## config.mk

```make
export PLATFORM = sky130hd
export DESIGN_NAME = pn3d_mul
export DESIGN_NICKNAME = d
export VERILOG_FILES = /design/src/sv/pn3d_pkg.sv /design/src/sv/pn3d_mul.sv
export SDC_FILE = /design/constraint.sdc
export NUM_CORES = 1
export LEC_CHECK = 0
export BUFFER_PORTS_ARGS = -buffer_cell sky130_fd_sc_hd__buf_2
export CAP_MARGIN = 20
export CORE_MARGIN = 2
export CORE_UTILIZATION = 45
export DETAILED_ROUTE_END_ITERATION = 16
export GPL_ROUTABILITY_DRIVEN = 0
export GPL_TIMING_DRIVEN = 0
export PLACE_DENSITY = 0.72
export REMOVE_ABC_BUFFERS = 1
export SYNTH_ARGS = -nofsm -noshare
export SYNTH_HDL_FRONTEND = slang
export SYNTH_SLANG_ARGS = --single-unit
```

## constraint.sdc

```tcl
create_clock -name clk -period 7.1 [get_ports clk]
set_input_delay 0.71 -clock clk [delete_from_list [all_inputs] [get_ports clk]]
set_output_delay 0.71 -clock clk [all_outputs]
set_load 0.1 [all_outputs]
```

## src/sv/pn3d_pkg.sv

```systemverilog
// ----------------------------------------------------------------------------
// pn3d_pkg
// Shared widths, constants and register indexes of the octave noise core.
// ----------------------------------------------------------------------------
`default_nettype none
package pn3d_pkg;

  localparam int TABLE_SIZE  = 256;
  localparam int IDX_W       = 8;
  localparam int FRAC_BITS   = 16;
  localparam int MAX_OCTAVES = 8;
  localparam int OCT_W       = 3;
  localparam int COORD_W     = 24;
  localparam int OUT_W       = 16;

  localparam int CFG_IDX_W  = 2;
  localparam int CFG_DATA_W = 17;

  localparam logic [CFG_IDX_W-1:0] CFG_OCTAVE_COUNT   = 2'd0;
  localparam logic [CFG_IDX_W-1:0] CFG_PERSISTENCE    = 2'd1;
  localparam logic [CFG_IDX_W-1:0] CFG_NORMALIZE_GAIN = 2'd2;

  localparam int MUL_A_W = 18;
  localparam int MUL_B_W = 22;
  localparam int MUL_P_W = MUL_A_W + MUL_B_W;

endpackage
`default_nettype wire

```

## src/sv/pn3d_mul.sv

```systemverilog
// ----------------------------------------------------------------------------
// pn3d_mul
// Shared signed multiplier with a registered product.
// ----------------------------------------------------------------------------
`default_nettype none
module pn3d_mul (
  input  wire                                     clk,
  input  wire signed [pn3d_pkg::MUL_A_W-1:0]      mul_a,
  input  wire signed [pn3d_pkg::MUL_B_W-1:0]      mul_b,
  output logic signed [pn3d_pkg::MUL_P_W-1:0]     prod_r
);

  logic signed [pn3d_pkg::MUL_P_W-1:0] prod_nxt;

  assign prod_nxt = pn3d_pkg::MUL_P_W'(mul_a) * pn3d_pkg::MUL_P_W'(mul_b);

  always_ff @(posedge clk) begin
    prod_r <= prod_nxt;
  end

endmodule
`default_nettype wire

```

==> run summary <==
Mux contribution to synthesized area -> 0.0743%
DP HPWL -> 28.2 mm
Global route overflow -> 0
DIE AREA -> 35,200 µm²
Initial antenna violation count -> 2
CP Data Required Time -> 7.29 ns
Total track usage -> 22.4%
XOR/XNOR Fraction of Synth Area -> 2.25%
Hold Path Class -> in2reg
CP peak stage delay -> 0.55 ns
# resized after CTS -> 0
CP Buf/Inv Count -> 5
Die H -> 188 µm
Max reg flops -> 40
Mapped cell area -> 15,200 µm²
Largest regs -> prod_r: 40 flops
Largest net degree at the start of global routing -> 23
DRT Wirelength -> 36.5 mm
DRT iter0 DRCs -> 641
Via density -> 5.08
Setup TNS -> 0 ns
Clock transition at path regs -> 0.07 ns
Post-layout nets -> 2,212
Synth top area cells -> fa_1, inv_1, ha_1
TritonCTS Buffers -> 5
Worst slew margin -> 53.6%
Initial DRT Pass Iterations -> 7
Rows -> 67
Commonest cells in the netlist -> inv_1, fa_1, nand2_1, and2_1, ha_1
Ys flop type -> dfxtp_1
Clk sink count -> 40
Synth Instances -> 1,664
Die width -> 188 µm
# setup viols final -> 0
Slew Limit Fails -> 0
Async SR Flop Fraction -> 0%
EDFF count, synth -> 0
Max cap viols -> 0
Most numerous cell on the critical path -> fa_1
Largest family of logic cells by synthesized area -> adder cells
Largest Register -> prod_r
Synth Area in Adders -> 60.2%
Starting Density -> 45.5%
Final hold violation count -> 0
CTS H-Tree Depth -> 2
CP Cell Sequence -> buf_2, and2_1, fa_1, fa_1, inv_1, fa_1, inv_1, fa_1, fa_1, inv_1, fa_1, inv_1, ha_1, a211o_1, a311oi_1, o21ai_0, a31oi_1, and3_1, a211oi_4, o211ai_1, nand3_1
Ports -> 81
Simple-gate portion of the synthesized area -> 15.0%
Arrival @ worst endpoint -> 6.95 ns
Post-DRT Antenna Nets -> 0
Part of the cycle the worst path needs -> 95.2%
Via count -> 10,800
Count of cell types in the netlist -> 54
Synthesis Warnings -> 0
CP endpoint kind -> flip-flop
Setup Buffers After CTS -> 0
Outcome -> complete, no violations
# DRC -> 0
CTS tree -> done
Global-route wire length before repair -> 62.0 mm
Top cell type's share of synthesized area -> 51.9%
CTS Hold Bufs -> 0
Area Growth Syn to Fin -> 5.66%
Core Box Area -> 33,400 µm²
WL/cell -> 17.1 µm
Compound-Gate Fraction of Synth Area -> 4.23%
Cell family with most CP delay -> adder cells
Vias in the first global route -> 12,000
Most frequent cell after synthesis -> inv_1
Share of cells above drive strength 1 -> 6.08%
Unrepaired setup endpoints after global routing -> no
Port bufs -> 80
Crit path kind -> in2reg
Crit path max fanout -> 22
CP Launch Type -> input pin
CTS root buffer -> clkbuf_16
Seq/Total Area, Yosys -> 5.28%
Max clock buf depth -> 2
Post-synthesis average cell area -> 9.11 µm²
Final min period -> 6.76 ns
Slowest stage cell, crit path -> fa_1
Max Freq -> 0.148 GHz
Worst slew pin tran -> 0.691 ns
Flops & latches, synth -> 40
Biggest area consumer among synthesized cells -> fa_1
worst paths after layout:
check | start | endpoint | depth (start not counted)
worst max-delay path | mul_a[4] | prod_r[38]$_DFF_P_ | 21
worst min-delay path | mul_b[0] | prod_r[0]$_DFF_P_ | 2
metrics by stage:
stage	util (%)	area, µm²	setup WS [ns]	instances	hold slack, ns
after detailed placement	47.5	15800	0.0679	2118	1.22
after global placement	47.5	15800	0.0913	2118	1.21
after floorplan	-	14900	1.25	1590	0.832
after global routing	48.0	16000	0.0269	2126	0.915
final	48.0	16000	0.341	2128	0.914
after CTS	48.0	16000	0.367	2126	0.884
layout by cell type, fill, tap and decap left out, types with 2 or more instances in the layout:
master,instances
xnor2_1,36
nand3b_1,2
o31ai_1,2
nand4b_1,3
buf_2,79
o21a_1,3
nand4_1,4
fa_1,393
nand2_1,258
nor2_1,38
diode_2,2
a31oi_1,2
and3_1,5
clkbuf_16,5
dfxtp_1,40
a311oi_1,2
nor2b_1,3
a21o_1,10
nand2b_1,12
a211oi_2,2
and2_1,139
nand3_1,3
ha_1,101
a21oi_1,30
inv_1,445
o21ai_0,18
a211oi_1,3
xor2_1,3
o21bai_1,2
o2111ai_1,2
nor3_1,2
o211ai_1,5
logic make-up (layout without fill, tap and decap cells):
family | after synthesis | count (layout)
AO/OA/AOI/OAI | 94 | 94
AND/OR/NAND/NOR | 477 | 477
flip-flops | 40 | 40
multiplexers | 1 | 1
adder cells (fa/ha/maj) | 494 | 494
other | 0 | 2
XOR/XNOR | 39 | 39
buffers and inverters | 519 | 533
area by class of cell:
cell class	count	area, µm²
Clock inverter	2	38.8
Inverter	445	1670
Multi-Input combinational cell	1105	12400
Timing Repair Buffer	80	403
Sequential cell	40	801
Fill cell	3205	17300
Tap cell	448	561
Clock buffer	6	139
Antenna cell	2	5.00
metal layers:
metal	up-vias	wire length (µm)	track usage [%]	share of wire, %
met5	-	27	0	0.074
met4	4	1010	6.21	2.8
met3	78	2690	4.23	7.4
met2	383	17800	37.9	49
met1	5558	15000	29.7	41
li1	4794	-	-	-
Power is not shown: default switching activity piles up to over one toggle a cycle in this logic, so the estimate is an artifact.
